## src/design/gdd_pkg.sv

```systemverilog
// Shared types and constants for the Gregorian day difference block.
// Holds the control word layout, the microprogram and the month table.
// No dependencies.
package gdd_pkg;

    localparam int YEAR_W  = 14;
    localparam int MONTH_W = 4;
    localparam int DAY_W   = 5;
    localparam int DIFF_W  = 23;
    localparam int ACC_W   = 24;
    localparam int TERM_W  = 23;
    localparam int STEP_W  = 4;
    localparam int CFG_W   = 14;
    localparam int CIDX_W  = 2;
    localparam int QY_W    = 8;
    localparam int DIVX_W  = 15;
    localparam int RECIP_W = 20;
    localparam int RECIP_SHIFT = 24;
    localparam int DIVQ_W  = 11;

    // Multiply-and-shift reciprocal of 25, exact for operands below 2**24 / 9.
    localparam logic [RECIP_W-1:0] RECIP_25 = 20'd671089;

    localparam logic [YEAR_W-1:0]  REF_YEAR_RST  = 14'd2015;
    localparam logic [MONTH_W-1:0] REF_MONTH_RST = 4'd4;
    localparam logic [DAY_W-1:0]   REF_DAY_RST   = 5'd8;

    localparam logic [CIDX_W-1:0] CFG_REF_YEAR  = 2'd0;
    localparam logic [CIDX_W-1:0] CFG_REF_MONTH = 2'd1;
    localparam logic [CIDX_W-1:0] CFG_REF_DAY   = 2'd2;

    localparam logic [2:0] TERM_NONE  = 3'd0;
    localparam logic [2:0] TERM_Y365  = 3'd1;
    localparam logic [2:0] TERM_Q4    = 3'd2;
    localparam logic [2:0] TERM_Q100  = 3'd3;
    localparam logic [2:0] TERM_Q400  = 3'd4;
    localparam logic [2:0] TERM_MONTH = 3'd5;
    localparam logic [2:0] TERM_DAY   = 3'd6;

    localparam logic [1:0] ACC_NOP = 2'd0;
    localparam logic [1:0] ACC_CLR = 2'd1;
    localparam logic [1:0] ACC_ADD = 2'd2;
    localparam logic [1:0] ACC_SUB = 2'd3;

    localparam logic [1:0] JMP_NEXT     = 2'd0;
    localparam logic [1:0] JMP_WAIT_IN  = 2'd1;
    localparam logic [1:0] JMP_WAIT_OUT = 2'd2;

    localparam logic SRC_IN  = 1'b0;
    localparam logic SRC_REF = 1'b1;

    typedef struct packed {
        logic              src_ref;
        logic [2:0]        term_sel;
        logic [1:0]        acc_op;
        logic              ld_q;
        logic              ld_leap;
        logic              emit;
        logic [1:0]        jmp;
        logic [STEP_W-1:0] target;
    } ctrl_word_t;

    // Days in the year before the first of month m, February taken as 28 days.
    function automatic logic [8:0] cum_days(input logic [MONTH_W-1:0] m);
        logic [8:0] d;
        case (m)
            4'd0:    d = 9'd0;
            4'd1:    d = 9'd0;
            4'd2:    d = 9'd31;
            4'd3:    d = 9'd59;
            4'd4:    d = 9'd90;
            4'd5:    d = 9'd120;
            4'd6:    d = 9'd151;
            4'd7:    d = 9'd181;
            4'd8:    d = 9'd212;
            4'd9:    d = 9'd243;
            4'd10:   d = 9'd273;
            4'd11:   d = 9'd304;
            4'd12:   d = 9'd334;
            default: d = 9'd365;
        endcase
        return d;
    endfunction

    // Steps 1 to 12 each load a term; steps 2 to 13 each add or subtract the term loaded by the step before.
    function automatic ctrl_word_t ucode_rom(input logic [STEP_W-1:0] step);
        ctrl_word_t cw;
        case (step)
            4'd0:    cw = '{SRC_IN,  TERM_NONE,  ACC_CLR, 1'b0, 1'b0, 1'b0, JMP_WAIT_IN,  4'd0};
            4'd1:    cw = '{SRC_IN,  TERM_Y365,  ACC_NOP, 1'b1, 1'b0, 1'b0, JMP_NEXT,     4'd0};
            4'd2:    cw = '{SRC_IN,  TERM_Q4,    ACC_ADD, 1'b0, 1'b1, 1'b0, JMP_NEXT,     4'd0};
            4'd3:    cw = '{SRC_IN,  TERM_Q100,  ACC_ADD, 1'b0, 1'b0, 1'b0, JMP_NEXT,     4'd0};
            4'd4:    cw = '{SRC_IN,  TERM_Q400,  ACC_SUB, 1'b0, 1'b0, 1'b0, JMP_NEXT,     4'd0};
            4'd5:    cw = '{SRC_IN,  TERM_MONTH, ACC_ADD, 1'b0, 1'b0, 1'b0, JMP_NEXT,     4'd0};
            4'd6:    cw = '{SRC_IN,  TERM_DAY,   ACC_ADD, 1'b0, 1'b0, 1'b0, JMP_NEXT,     4'd0};
            4'd7:    cw = '{SRC_REF, TERM_Y365,  ACC_ADD, 1'b1, 1'b0, 1'b0, JMP_NEXT,     4'd0};
            4'd8:    cw = '{SRC_REF, TERM_Q4,    ACC_SUB, 1'b0, 1'b1, 1'b0, JMP_NEXT,     4'd0};
            4'd9:    cw = '{SRC_REF, TERM_Q100,  ACC_SUB, 1'b0, 1'b0, 1'b0, JMP_NEXT,     4'd0};
            4'd10:   cw = '{SRC_REF, TERM_Q400,  ACC_ADD, 1'b0, 1'b0, 1'b0, JMP_NEXT,     4'd0};
            4'd11:   cw = '{SRC_REF, TERM_MONTH, ACC_SUB, 1'b0, 1'b0, 1'b0, JMP_NEXT,     4'd0};
            4'd12:   cw = '{SRC_REF, TERM_DAY,   ACC_SUB, 1'b0, 1'b0, 1'b0, JMP_NEXT,     4'd0};
            4'd13:   cw = '{SRC_IN,  TERM_NONE,  ACC_SUB, 1'b0, 1'b0, 1'b0, JMP_NEXT,     4'd0};
            4'd14:   cw = '{SRC_IN,  TERM_NONE,  ACC_NOP, 1'b0, 1'b0, 1'b1, JMP_WAIT_OUT, 4'd0};
            default: cw = '{SRC_IN,  TERM_NONE,  ACC_NOP, 1'b0, 1'b0, 1'b0, JMP_NEXT,     4'd0};
        endcase
        return cw;
    endfunction

endpackage

```

## src/design/gdd_useq.sv

```systemverilog
// Microcode sequencer: step counter, control store and jump logic.
// Depends on gdd_pkg.
module gdd_useq (
    input  logic                clk,
    input  logic                rst_n,
    input  logic                in_fire,
    input  logic                out_free,
    output gdd_pkg::ctrl_word_t ctrl
);
    import gdd_pkg::*;

    logic [STEP_W-1:0] step_reg;
    logic [STEP_W-1:0] step_next;

    assign ctrl = ucode_rom(step_reg);

    always_comb
    begin
        case (ctrl.jmp)
            JMP_NEXT:     step_next = step_reg + 1'b1;
            JMP_WAIT_IN:  step_next = in_fire ? step_reg + 1'b1 : step_reg;
            JMP_WAIT_OUT: step_next = out_free ? ctrl.target : step_reg;
            default:      step_next = ctrl.target;
        endcase
    end

    always_ff @(posedge clk or negedge rst_n)
    begin
        if (!rst_n)
        begin
            step_reg <= '0;
        end
        else
        begin
            step_reg <= step_next;
        end
    end

endmodule

```

## src/design/gdd_datapath.sv

```systemverilog
// Datapath: date and reference registers, term unit, accumulator and output register.
// Driven by the control word from gdd_useq; depends on gdd_pkg.
module gdd_datapath #(
    parameter int unsigned MAX_YEAR = 9999
) (
    input  logic                                clk,
    input  logic                                rst_n,
    input  gdd_pkg::ctrl_word_t                 ctrl,
    input  logic                                in_fire,
    input  logic [gdd_pkg::YEAR_W-1:0]          in_year,
    input  logic [gdd_pkg::MONTH_W-1:0]         in_month,
    input  logic [gdd_pkg::DAY_W-1:0]           in_day,
    input  logic                                cfg_we,
    input  logic [gdd_pkg::CIDX_W-1:0]          cfg_index,
    input  logic [gdd_pkg::CFG_W-1:0]           cfg_data,
    input  logic                                out_ready,
    output logic                                out_free,
    output logic                                out_valid,
    output logic signed [gdd_pkg::DIFF_W-1:0]   day_difference
);
    import gdd_pkg::*;

    localparam logic [16:0] MAX_Y = 17'(MAX_YEAR);

    logic [YEAR_W-1:0]  in_year_reg;
    logic [MONTH_W-1:0] in_month_reg;
    logic [DAY_W-1:0]   in_day_reg;
    logic [YEAR_W-1:0]  ref_year_reg;
    logic [MONTH_W-1:0] ref_month_reg;
    logic [DAY_W-1:0]   ref_day_reg;
    logic [TERM_W-1:0]  term_reg;
    logic [TERM_W-1:0]  term_next;
    logic signed [ACC_W-1:0] acc_reg;
    logic signed [ACC_W-1:0] acc_next;
    logic [QY_W-1:0]    qy_reg;
    logic               leap_reg;
    logic               leap_next;
    logic               out_valid_reg;
    logic [DIFF_W-1:0]  diff_reg;

    logic [YEAR_W-1:0]  sel_year;
    logic [MONTH_W-1:0] sel_month;
    logic [DAY_W-1:0]   sel_day;
    logic [YEAR_W-1:0]  ys;
    logic [TERM_W-1:0]  y365;
    logic [14:0]        s3;
    logic [14:0]        s99;
    logic [14:0]        s399;
    logic [DIVX_W-1:0]  div_x;
    logic [DIVX_W+RECIP_W-1:0] div_prod;
    logic [DIVQ_W-1:0]  div_q;
    logic [11:0]        qy25;
    logic               div100;
    logic [8:0]         month_days;

    assign sel_year  = ctrl.src_ref ? ref_year_reg  : in_year_reg;
    assign sel_month = ctrl.src_ref ? ref_month_reg : in_month_reg;
    assign sel_day   = ctrl.src_ref ? ref_day_reg   : in_day_reg;

    assign ys   = ({3'b000, sel_year} > MAX_Y) ? MAX_Y[YEAR_W-1:0] : sel_year;
    assign y365 = {9'd0, ys} * 23'd365;
    assign s3   = {1'b0, ys} + 15'd3;
    assign s99  = {1'b0, ys} + 15'd99;
    assign s399 = {1'b0, ys} + 15'd399;

    always_comb
    begin
        case (ctrl.term_sel)
            TERM_Q100: div_x = {2'b00, s99[14:2]};
            TERM_Q400: div_x = {4'b0000, s399[14:4]};
            default:   div_x = {3'b000, ys[YEAR_W-1:2]};
        endcase
    end

    assign div_prod = {{RECIP_W{1'b0}}, div_x} * {{DIVX_W{1'b0}}, RECIP_25};
    assign div_q    = div_prod[RECIP_SHIFT+DIVQ_W-1:RECIP_SHIFT];

    // A year is a multiple of 100 when its quarter equals 25 times its quotient by 100.
    assign qy25      = {qy_reg, 4'b0000} + {1'b0, qy_reg, 3'b000} + {4'b0000, qy_reg};
    assign div100    = (ys[1:0] == 2'b00) && (ys[YEAR_W-1:2] == qy25);
    assign leap_next = (ys[1:0] == 2'b00) && (!div100 || (qy_reg[1:0] == 2'b00));

    assign month_days = cum_days(sel_month)
                      + {8'd0, leap_reg && (sel_month > 4'd2)};

    always_comb
    begin
        case (ctrl.term_sel)
            TERM_Y365:  term_next = y365;
            TERM_Q4:    term_next = {10'd0, s3[14:2]};
            TERM_Q100:  term_next = {12'd0, div_q};
            TERM_Q400:  term_next = {12'd0, div_q};
            TERM_MONTH: term_next = {14'd0, month_days};
            TERM_DAY:   term_next = {18'd0, sel_day};
            default:    term_next = '0;
        endcase
    end

    always_comb
    begin
        case (ctrl.acc_op)
            ACC_CLR: acc_next = '0;
            ACC_ADD: acc_next = acc_reg + $signed({1'b0, term_reg});
            ACC_SUB: acc_next = acc_reg - $signed({1'b0, term_reg});
            default: acc_next = acc_reg;
        endcase
    end

    assign out_free       = !out_valid_reg || out_ready;
    assign out_valid      = out_valid_reg;
    assign day_difference = $signed(diff_reg);

    always_ff @(posedge clk or negedge rst_n)
    begin
        if (!rst_n)
        begin
            ref_year_reg  <= REF_YEAR_RST;
            ref_month_reg <= REF_MONTH_RST;
            ref_day_reg   <= REF_DAY_RST;
            out_valid_reg <= 1'b0;
        end
        else
        begin
            if (cfg_we)
            begin
                case (cfg_index)
                    CFG_REF_YEAR:  ref_year_reg  <= cfg_data[YEAR_W-1:0];
                    CFG_REF_MONTH: ref_month_reg <= cfg_data[MONTH_W-1:0];
                    CFG_REF_DAY:   ref_day_reg   <= cfg_data[DAY_W-1:0];
                    default:       ;
                endcase
            end
            if (ctrl.emit && out_free)
            begin
                out_valid_reg <= 1'b1;
            end
            else if (out_ready)
            begin
                out_valid_reg <= 1'b0;
            end
        end
    end

    always_ff @(posedge clk)
    begin
        if (in_fire)
        begin
            in_year_reg  <= in_year;
            in_month_reg <= in_month;
            in_day_reg   <= in_day;
        end
        term_reg <= term_next;
        acc_reg  <= acc_next;
        if (ctrl.ld_q)
        begin
            qy_reg <= div_q[QY_W-1:0];
        end
        if (ctrl.ld_leap)
        begin
            leap_reg <= leap_next;
        end
        if (ctrl.emit && out_free)
        begin
            diff_reg <= acc_reg[DIFF_W-1:0];
        end
    end

endmodule

```

## src/design/gregorian_day_difference.sv

```systemverilog
// Top level of the Gregorian day difference block.
// Instantiates gdd_useq and gdd_datapath; depends on gdd_pkg.
//
// Each input beat carries a date (in_year, in_month, in_day) on a valid/ready
// channel. The block returns one output beat, day_difference, holding the
// signed number of days from the reference date to the input date.
// The reference date is written through cfg_we, cfg_index and cfg_data:
// index 0 is the year, 1 the month and 2 the day; other indexes are ignored.
// Writes should only be made while no beat is in flight.
// A short microprogram of fifteen steps computes each date's day number from
// year length, leap-year counts, month offset and day, then subtracts.
// Once an input beat is accepted the sequencer runs through the program to
// its final step, which loads the output register; only then does it return to
// its waiting step, so a new input beat is not accepted before the last is done.
// The result sits in an output register, so a stalled receiver only holds
// the sequencer at its final step while a following result is ready.
// Reset returns the sequencer to its waiting step, empties the output register
// and sets the reference date to 8 April 2015.
module gregorian_day_difference #(
    parameter int unsigned MAX_YEAR = 9999
) (
    input  logic                                clk,
    input  logic                                rst_n,
    input  logic                                in_valid,
    output logic                                in_ready,
    input  logic [gdd_pkg::YEAR_W-1:0]          in_year,
    input  logic [gdd_pkg::MONTH_W-1:0]         in_month,
    input  logic [gdd_pkg::DAY_W-1:0]           in_day,
    output logic                                out_valid,
    input  logic                                out_ready,
    output logic signed [gdd_pkg::DIFF_W-1:0]   day_difference,
    input  logic                                cfg_we,
    input  logic [gdd_pkg::CIDX_W-1:0]          cfg_index,
    input  logic [gdd_pkg::CFG_W-1:0]           cfg_data
);
    import gdd_pkg::*;

    ctrl_word_t ctrl;
    logic       in_fire;
    logic       out_free;

    assign in_ready = (ctrl.jmp == JMP_WAIT_IN);
    assign in_fire  = in_valid && in_ready;

    gdd_useq u_useq (
        .clk      (clk),
        .rst_n    (rst_n),
        .in_fire  (in_fire),
        .out_free (out_free),
        .ctrl     (ctrl)
    );

    gdd_datapath #(
        .MAX_YEAR (MAX_YEAR)
    ) u_datapath (
        .clk            (clk),
        .rst_n          (rst_n),
        .ctrl           (ctrl),
        .in_fire        (in_fire),
        .in_year        (in_year),
        .in_month       (in_month),
        .in_day         (in_day),
        .cfg_we         (cfg_we),
        .cfg_index      (cfg_index),
        .cfg_data       (cfg_data),
        .out_ready      (out_ready),
        .out_free       (out_free),
        .out_valid      (out_valid),
        .day_difference (day_difference)
    );

endmodule

```

## config.mk

```make
export PLATFORM = sky130hd
export DESIGN_NAME = gregorian_day_difference
export DESIGN_NICKNAME = d
export VERILOG_FILES = /design/src/design/gdd_pkg.sv /design/src/design/gdd_useq.sv /design/src/design/gdd_datapath.sv /design/src/design/gregorian_day_difference.sv
export SDC_FILE = /design/constraint.sdc
export NUM_CORES = 1
export LEC_CHECK = 0
export ABC_AREA = 1
export BUFFER_PORTS_ARGS = -buffer_cell sky130_fd_sc_hd__buf_2
export CAP_MARGIN = 40
export CORE_MARGIN = 1.5
export CORE_UTILIZATION = 55
export DETAILED_ROUTE_END_ITERATION = 6
export PLACE_DENSITY = 0.73
export SKIP_CTS_REPAIR_TIMING = 1
export SKIP_LAST_GASP = 1
export SLEW_MARGIN = 10
export SYNTH_ARGS = -nofsm -noshare
export SYNTH_HDL_FRONTEND = slang
export SYNTH_SLANG_ARGS = --single-unit
```

## constraint.sdc

```tcl
create_clock -name clk -period 8.47 [get_ports clk]
set_input_delay 0.4235 -clock clk [delete_from_list [all_inputs] [get_ports clk]]
set_output_delay 0.4235 -clock clk [all_outputs]
set_load 0.05 [all_outputs]
```

=== Yosys cells after proc, flatten, opt, wreduce, memory -nomap -nowiden ===
Memory sizes are Yosys's and may differ from the RTL's.
Cells that the tools add are included.

* $add $sub $neg: 9
* $mul: 2
* Magnitude comparators: 2
* Equal/unequal tests: 16
* Muxes and demuxes: 12
* Reductions and logical operators: 20

{| class="wikitable"
|+ Operator list
! cell !! count
|-
| $pmux 23 s5 || 1
|-
| $pmux 24 s3 || 1
|-
| $mul 13x20->33 const B || 1
|-
| $mux 14 || 2
|-
| $pmux 13 s2 || 1
|-
| $add 24x24->24 || 1
|-
| $sub 24x24->24 || 1
|-
| $mul 14x9->23 const B || 1
|-
| $add 14x2->15 const B || 1
|-
| $add 14x7->15 const B || 1
|-
| $add 14x9->15 const B || 1
|-
| $gt 14x14->1 const B || 1
|-
| $add 12x11->12 || 1
|-
| $add 12x8->12 || 1
|-
| $eq 12x12->1 || 1
|-
| $mux 4 || 3
|-
| $pmux 4 s3 || 1
|-
| $add 9x1->9 || 1
|-
| $eq 3x3->1 const B || 3
|-
| $eq 2x2->1 const B || 4
|-
| $logic_not 2->1 || 4
|-
| $reduce_and 2->1 || 4
|-
| $eq 2x1->1 const B || 3
|-
| $eq 3x2->1 const B || 2
|-
| 12 further kinds || 20
|}

* Register bits after elaboration: 130
* Bits in read-only memories: 320
* Input bits: 44
* Output and inout bits: 25
* Logic and storage cells: 76
* Memories kept: 2

{| class="wikitable"
|+ Memory list
! memory !! depth !! bits a word !! read ports !! clocked after Yosys merged registers in !! write ports !! line !! RTL
|-
| (name not given) || 16 || 11 || 1 || 0 || 0 || gdd_pkg.sv:88 || <nowiki>case (step)</nowiki>
|-
| (name not given) || 16 || 9 || 1 || 0 || 0 || gdd_pkg.sv:66 || <nowiki>case (m)</nowiki>
|}

=== Logic depth before layout (Yosys ltp) ===
Gate-level depths: netlist of the first run.
An unclocked memory read counts as a cell.

* Word-level depth: 9
* Depth in mapped cells: 52
* Gate-level depth less buffers: 52

=== By module ===
Synthesis of the first run repeated with hierarchy kept, for this count alone.

* Cell total of the unflattened synthesis: 1819
* Area total of the unflattened synthesis: 14995.6 um^2

{| class="wikitable"
|+ By module, submodules not included
! module !! instances !! cells each !! area each (um^2)
|-
| gdd_datapath || 1 || 1745 || 14492.6
|-
| gdd_useq || 1 || 69 || 479.2
|-
| gregorian_day_difference || 1 || 5 || 23.8
|}

=== Worst setup path before layout of the first run ===
Ideal clock, no wire load.

* Path type: register -> register
* Start point: register u_useq.step_reg[1]
* End point: register u_datapath.qy_reg[5] (data pin)
* Arrival time: 7.043 ns
* Setup slack: 1.172 ns
* Cell stages (with the launch flop): 35
* Cells stage by stage: dfrtp_1 -> ha_1 -> ha_1 -> inv_1 -> nand2_4 -> nand2_4 -> buf_8 -> nand2_1 -> o21ai_4 -> inv_2 -> nand2_8 -> buf_4 -> nand2_1 -> inv_1 -> nand2_1 -> nor3_1 -> nand4_1 -> a21oi_1 -> fa_1 -> inv_1 -> fa_1 -> fa_1 -> fa_1 -> inv_1 -> fa_1 -> inv_1 -> ha_1 -> a21oi_1 -> o21ai_0 -> nand3_1 -> o2111a_1 -> o21ai_0 -> a21oi_1 -> nand3_1 -> and2_1

* Longest elaborated chain between the ends: 7
* Elaborated cells on any way between the ends: 10

{| class="wikitable"
|+ RTL lines
! element !! line !! RTL
|-
| from (decl) || gdd_useq.sv:12 || <nowiki>logic [STEP_W-1:0] step_reg;</nowiki>
|-
| from (signal assigned) || gdd_useq.sv:35 || <nowiki>step_reg <= step_next;</nowiki>
|-
| $mem_v2 16x11 * || -- ||
|-
| $mux 14 || gdd_datapath.sv:56 || <nowiki>assign sel_year = ctrl.src_ref ? ref_year_reg : in_year_reg;</nowiki>
|-
| $gt 14x14->1 || gdd_datapath.sv:60 || <nowiki>assign ys = ({3'b000, sel_year} > MAX_Y) ? MAX_Y[YEAR_W-1:0] : sel_year;</nowiki>
|-
| $mux 14 || gdd_datapath.sv:60 ||
|-
| $add 14x9->15 or $add 14x7->15 (tied branches) || gdd_datapath.sv:64, gdd_datapath.sv:63 ||
|-
| $pmux 13 s2 * || gdd_datapath.sv:68 || <nowiki>case (ctrl.term_sel)</nowiki>
|-
| $mul 13x20->33 * || gdd_datapath.sv:75 || <nowiki>assign div_prod = {{RECIP_W{1'b0}}, div_x} * {{DIVX_W{1'b0}}, RECIP_25};</nowiki>
|-
| net u_datapath.div_prod[29] || gdd_datapath.sv:50 || <nowiki>logic [DIVX_W+RECIP_W-1:0] div_prod;</nowiki>
|-
| to (signal assigned) || gdd_datapath.sv:156 || <nowiki>qy_reg <= div_q[QY_W-1:0];</nowiki>
|-
| to (decl) || gdd_datapath.sv:35 || <nowiki>logic [QY_W-1:0] qy_reg;</nowiki>
|}

The timed path passes the listed nets; every way through them passes the cells marked *.
A chain may end at the register's enable or synchronous reset.

=== Worst setup path after layout of the first run ===
* Start point: register u_useq.step_reg[1]
* End point: register u_datapath.qy_reg[6] (data pin)

Same word-level chain as after synthesis.

==> flow_metrics.tcl, run 1 <==
set metrics [dict create \
    startpoint_type "flip-flop" \
    critPathArrivalTime_ns 8.10 \
    yosysWarnings 0 \
    synth_area_per_cell_um2 8.47 \
    grt_max_degree 29 \
    critical_path.top_delay_family "adder cells" \
    io_buffers 68 \
    nets 2197 \
    initial_core_util 0.561 \
    first_global_vias 11945 \
    fmax_ghz 0.126 \
    hp-class "in2async" \
    synthArstFlopShare 0.217 \
    routed-wl-met3_mm 2.25 \
    worst-path-buf-inv 9 \
    place.gp.congestion 0.947 \
    drv_slew 0 \
    die_h_um 166 \
    status "finished clean" \
    maxSlewHeadroom 0.423 \
    drtAntennaViolNets 0 \
    r2r_start "u_useq.step_reg[1]" \
    core_area_um2 26100 \
    path_max_fanout 23 \
    gr-usage-all-layers 0.265 \
    synth_compound_area_frac 0.111 \
    drive_gt1_frac 0.111 \
    place_ws_ns 0.175 \
    dieArea_um2 27500 \
    drt-met1-wl_mm 15.4 \
    place.detailed.hpwl_mm 30.4 \
    grt_pass1_wl_mm 58.8 \
    yosys.area_share.simple 0.162 \
    critPathSlowestCell "fa_1" \
    first_pass_iters 5 \
    finClkSkew_ns 0.0116 \
    clockBufferDepth 2 \
    synth.mux.area_fraction 0.00908 \
    synthCells 1725 \
    fin_cells 2170 \
    wl_mm 35.9 \
    grt_antenna_before_repair 0 \
    worstMarginPinSlew_ns 0.855 \
    synthAdderAreaFrac 0.350 \
    highest_layer "met4" \
    clockRootBuffer "clkbuf_16" \
    cp_data_required_time_ns 8.65 \
    final_util 0.619 \
    synth_seq_cells 129 \
    ios 69 \
    rsz0062_at_grt "yes" \
    syn_to_final_growth_pct 10.3 \
    cts-htree-levels 4 \
    ys_seq_area_frac 0.241 \
    diodes 0 \
    insertion_delay_ns 0.42 \
    drc 0 \
    synth_top_family_by_area "adder cells" \
    worstSetupStartpoint "u_useq.step_reg[1]" \
    end_kind "flip-flop" \
    via_per_inst 5.54 \
    die-width_um 166 \
    report.final.setup_viol 0 \
    cts.sinks 129 \
    rows 59 \
    setup.worst_path.class "reg2reg" \
    grt-ovfl-total 0 \
    routed-wl-met2_mm 17.4 \
    dp.cells 2134 \
    fin_ws_ns 0.548 \
    cap_viol_max_count 0 \
    dr_total_vias 12014 \
    nFillCells 2250 \
    cts_tree "built" \
    cts-buffers-inserted 17 \
    crit_top_cell "inv_1" \
    synth_xor_area_frac 0.0239 \
    synth_flop_cell "edfxtp_1" \
    hold_viol 0 \
    synthesis.area_um2 14600 \
    synth-edff-count 78 \
    fin_crit_ns 7.92 \
    cts.clk_slew.worst_paths_ns 0.07 \
    drt_iter0_markers 847 \
    finalCritPeriodShare 0.935 \
    slowest_delay_ns 0.54 \
    avgRoutedWirePerCell_um 16.6 \
    synth.distinct_cells 63 \
]
## metal layers
layer,vias to the layer above,track usage
met5,-,0
met4,0,0.0732
met3,62,0.0372
met2,435,0.457
met1,5719,0.350
li1,5798,-
## cells by family (layout without fill, tap and decap cells)
| logic type | count (synthesis) | after routing |
|---|---|---|
| and+or+nand+nor | 539 | 539 |
| muxes | 12 | 12 |
| AOI/OAI and AO/OA | 283 | 283 |
| xor gates and xnor gates | 39 | 39 |
| adders and majority gates | 331 | 331 |
| DFF | 129 | 129 |
| buffers and inverters | 391 | 495 |
| other | 1 | 7 |
## worst paths after layout
check | cells after the start | slack, ns | to
max | 38 | 0.55 | u_datapath.qy_reg[6]
max in group asynchronous | 1 | 7.98 | u_useq.step_reg[1]
min | 1 | 0.03 | u_datapath.ref_day_reg[0]
max reg2reg | 38 | 0.55 | u_datapath.qy_reg[6]
min in group clk | 1 | 0.17 | u_datapath.in_day_reg[1]
min reg2reg | 0 | 0.46 | u_datapath.day_difference[0]
## synth_stat cells (all sizes together) (12+ instances only)
master	count	area share
nor3	21	0.0072
a21oi	108	0.037
xor2	24	0.015
fa	129	0.18
nor2	140	0.037
nand2	264	0.073
xnor2	15	0.0090
inv	375	0.096
edfxtp	78	0.16
ha	202	0.17
o21ai	110	0.040
nand3	74	0.028
dfxtp	23	0.032
dfstp	12	0.022
dfrtp	16	0.027
## cell usage in the layout (no fill, tap or decap), drive strengths merged, types with 7 or more instances in the layout
cell type / count
a21oi: 108
a31oi: 8
buf: 86
clkbuf: 17
conb: 7
dfrtp: 16
dfstp: 12
dfxtp: 23
edfxtp: 78
fa: 129
ha: 202
inv: 384
mux2: 10
nand2: 264
nand3: 74
nand4: 11
nor2: 140
nor3: 21
nor4: 11
o211ai: 11
o21a: 9
o21ai: 110
o22ai: 8
xnor2: 15
xor2: 24
## per-stage QoR
step,setup TNS (ns),cell area (um2),hold slack [ns]
floorplan,0,14600,0.128
global placement,0,15400,0.449
detailed placement,0,15400,0.451
CTS,0,16000,0.0355
global route,-0.0107,16100,0.0583
finish,0,16100,0.0284
## cell type report
class / instances / area [um2] / share of cell area
clock inverter: 15 / 168 / 0.0104
clock buffer: 17 / 425 / 0.0264
timing repair buffer: 86 / 495 / 0.0307
sequential: 129 / 3520 / 0.218
tap: 335 / 419 / 0.0260
multi-input combinational: 1211 / 9680 / 0.600
inverter: 377 / 1420 / 0.0878
## worst reg2reg max path, delay by kind of cell (launching register included)
kind                       cells  cell delay (ns)
muxes                          1             0.41
adders and majority gates      8             3.31
and+or+nand+nor               14             1.41
AOI/OAI and AO/OA              6             1.03
buffers and inverters          9             1.03
DFF                            1             0.46
Power of run 1 is not shown: default switching activity piles up to over one toggle a cycle in this logic, so the estimate is an artifact.
==> run 2: changes to the inputs <==
==> constraint.sdc (replaced) <==
create_clock -name clk -period 8.47 [get_ports clk]
set_input_delay 0 -clock clk [delete_from_list [all_inputs] [get_ports clk]]
set_output_delay 0 -clock clk [all_outputs]
set_load 0.05 [all_outputs]
==> run 2 against run 1 <==
Against the previous run:
- the run now ends with negative hold slack left
- global-route usage unchanged
- design area is 2.4% higher
- first-iteration DRC count grew 1.5%
- die area stayed put
- critical path type unchanged
- critical endpoint is now u_datapath.qy_reg[5]
==> flow_metrics.tcl, run 2 (synthesized netlist as in run 1, its figures left out) <==
set metrics [dict create \
    cts_tree "built" \
    critPathArrivalTime_ns 8.11 \
    cts-buffers-inserted 17 \
    maxSlewHeadroom 0.426 \
    finalCritPeriodShare 0.936 \
    avgRoutedWirePerCell_um 16.6 \
    drv_slew 0 \
    grt_max_degree 29 \
    path_max_fanout 19 \
    grt-ovfl-total 0 \
    fin_cells 2209 \
    die-width_um 166 \
    gr-usage-all-layers 0.265 \
    dieArea_um2 27500 \
    crit_top_cell "nand2_1" \
    cts.clk_slew.worst_paths_ns 0.07 \
    hp-class "in2reg" \
    rows 59 \
    worstMarginPinSlew_ns 0.850 \
    critPathSlowestCell "fa_1" \
    fmax_ghz 0.126 \
    cts.sinks 129 \
    core_area_um2 26100 \
    cts-htree-levels 4 \
    syn_to_final_growth_pct 13.0 \
    die_h_um 166 \
    hold_viol 2 \
    drc 0 \
    cap_viol_max_count 0 \
    fin_crit_ns 7.93 \
    diodes 0 \
    rsz0062_at_grt "yes" \
    place.gp.congestion 0.947 \
    setup_tns_ns 0 \
    report.final.setup_viol 0 \
    drive_gt1_frac 0.108 \
    status "finished with violations" \
    startpoint_type "flip-flop" \
    via_per_inst 5.49 \
    layout_common_cells "inv_1, nand2_1, ha_1" \
    violations "negative hold slack" \
    cp_data_required_time_ns 8.65 \
    grt_antenna_before_repair 0 \
    multi_input_area_um2 9680 \
    grt_pass1_wl_mm 58.8 \
    nFillCells 2197 \
    first_global_vias 11945 \
    post_dp_cell_area_um2 15400 \
    insertion_delay_ns 0.43 \
    wl_mm 36.7 \
    holdWs_ns -0.0102 \
    dp.cells 2134 \
    finClkSkew_ns 0.0108 \
    first_pass_iters 6 \
    nets 2236 \
    place.detailed.hpwl_mm 30.4 \
    ios 69 \
    dr_total_vias 12138 \
    final_common_cell "inv_1" \
    drt_iter0_markers 860 \
    clockRootBuffer "clkbuf_16" \
    regArea_um2 3520 \
    setup.worst_path.class "reg2reg" \
    clockBufferDepth 2 \
    drtAntennaViolNets 0 \
    end_kind "flip-flop" \
    initial_core_util 0.561 \
    fin_area_um2 16500 \
    slowest_delay_ns 0.64 \
    io_buffers 68 \
]
## run 2: stage by stage
step / util / setup slack [ns]
floorplan: - / 1.17
global placement: 0.591 / 0.333
detailed placement: 0.592 / 0.175
CTS: 0.615 / 0.161
global route: 0.634 / -0.0107
finish: 0.634 / 0.539
## run 2: worst max-delay path: cells and delay by family, from the launching register on
| family | cells | cell delay [ns] |
|---|---|---|
| AND/OR/NAND/NOR | 22 | 2.55 |
| buffers and inverters | 6 | 0.38 |
| flip-flops | 1 | 0.46 |
| AO/OA/AOI/OAI | 5 | 0.77 |
| adder cells (fa/ha/maj) | 8 | 3.50 |
## run 2: worst paths after layout
check                                      startpoint                      endpoint  slack [ns]  cells after the start
worst max register to register     u_useq.step_reg[1]          u_datapath.qy_reg[5]        0.54                     41
min in group asynchronous                       rst_n   u_datapath.ref_month_reg[0]        0.15                      2
worst min register to register  u_datapath.acc_reg[0]  u_datapath.day_difference[0]        0.46                      0
worst min-delay path                         in_valid            u_useq.step_reg[1]       -0.01                      5
max in group asynchronous                       rst_n            u_useq.step_reg[1]        7.86                      2
worst max-delay path               u_useq.step_reg[1]          u_datapath.qy_reg[5]        0.54                     41
## run 2: cell type report
| class | instances | area share |
|---|---|---|
| multi-input cells | 1211 | 0.586 |
| flip-flops and latches | 129 | 0.213 |
| inverters | 377 | 0.0857 |
| repair buffers | 125 | 0.0537 |
| clock buffers | 17 | 0.0258 |
| well taps | 335 | 0.0254 |
| clock inverters | 15 | 0.0102 |
## run 2: layer usage
layer  global-route usage  routed length (um)
met5                    0                   0
met4               0.0732                 763
met3               0.0372                2060
met2                0.457               18000
met1                0.350               15800
Power of run 2 is left out for the same reason.
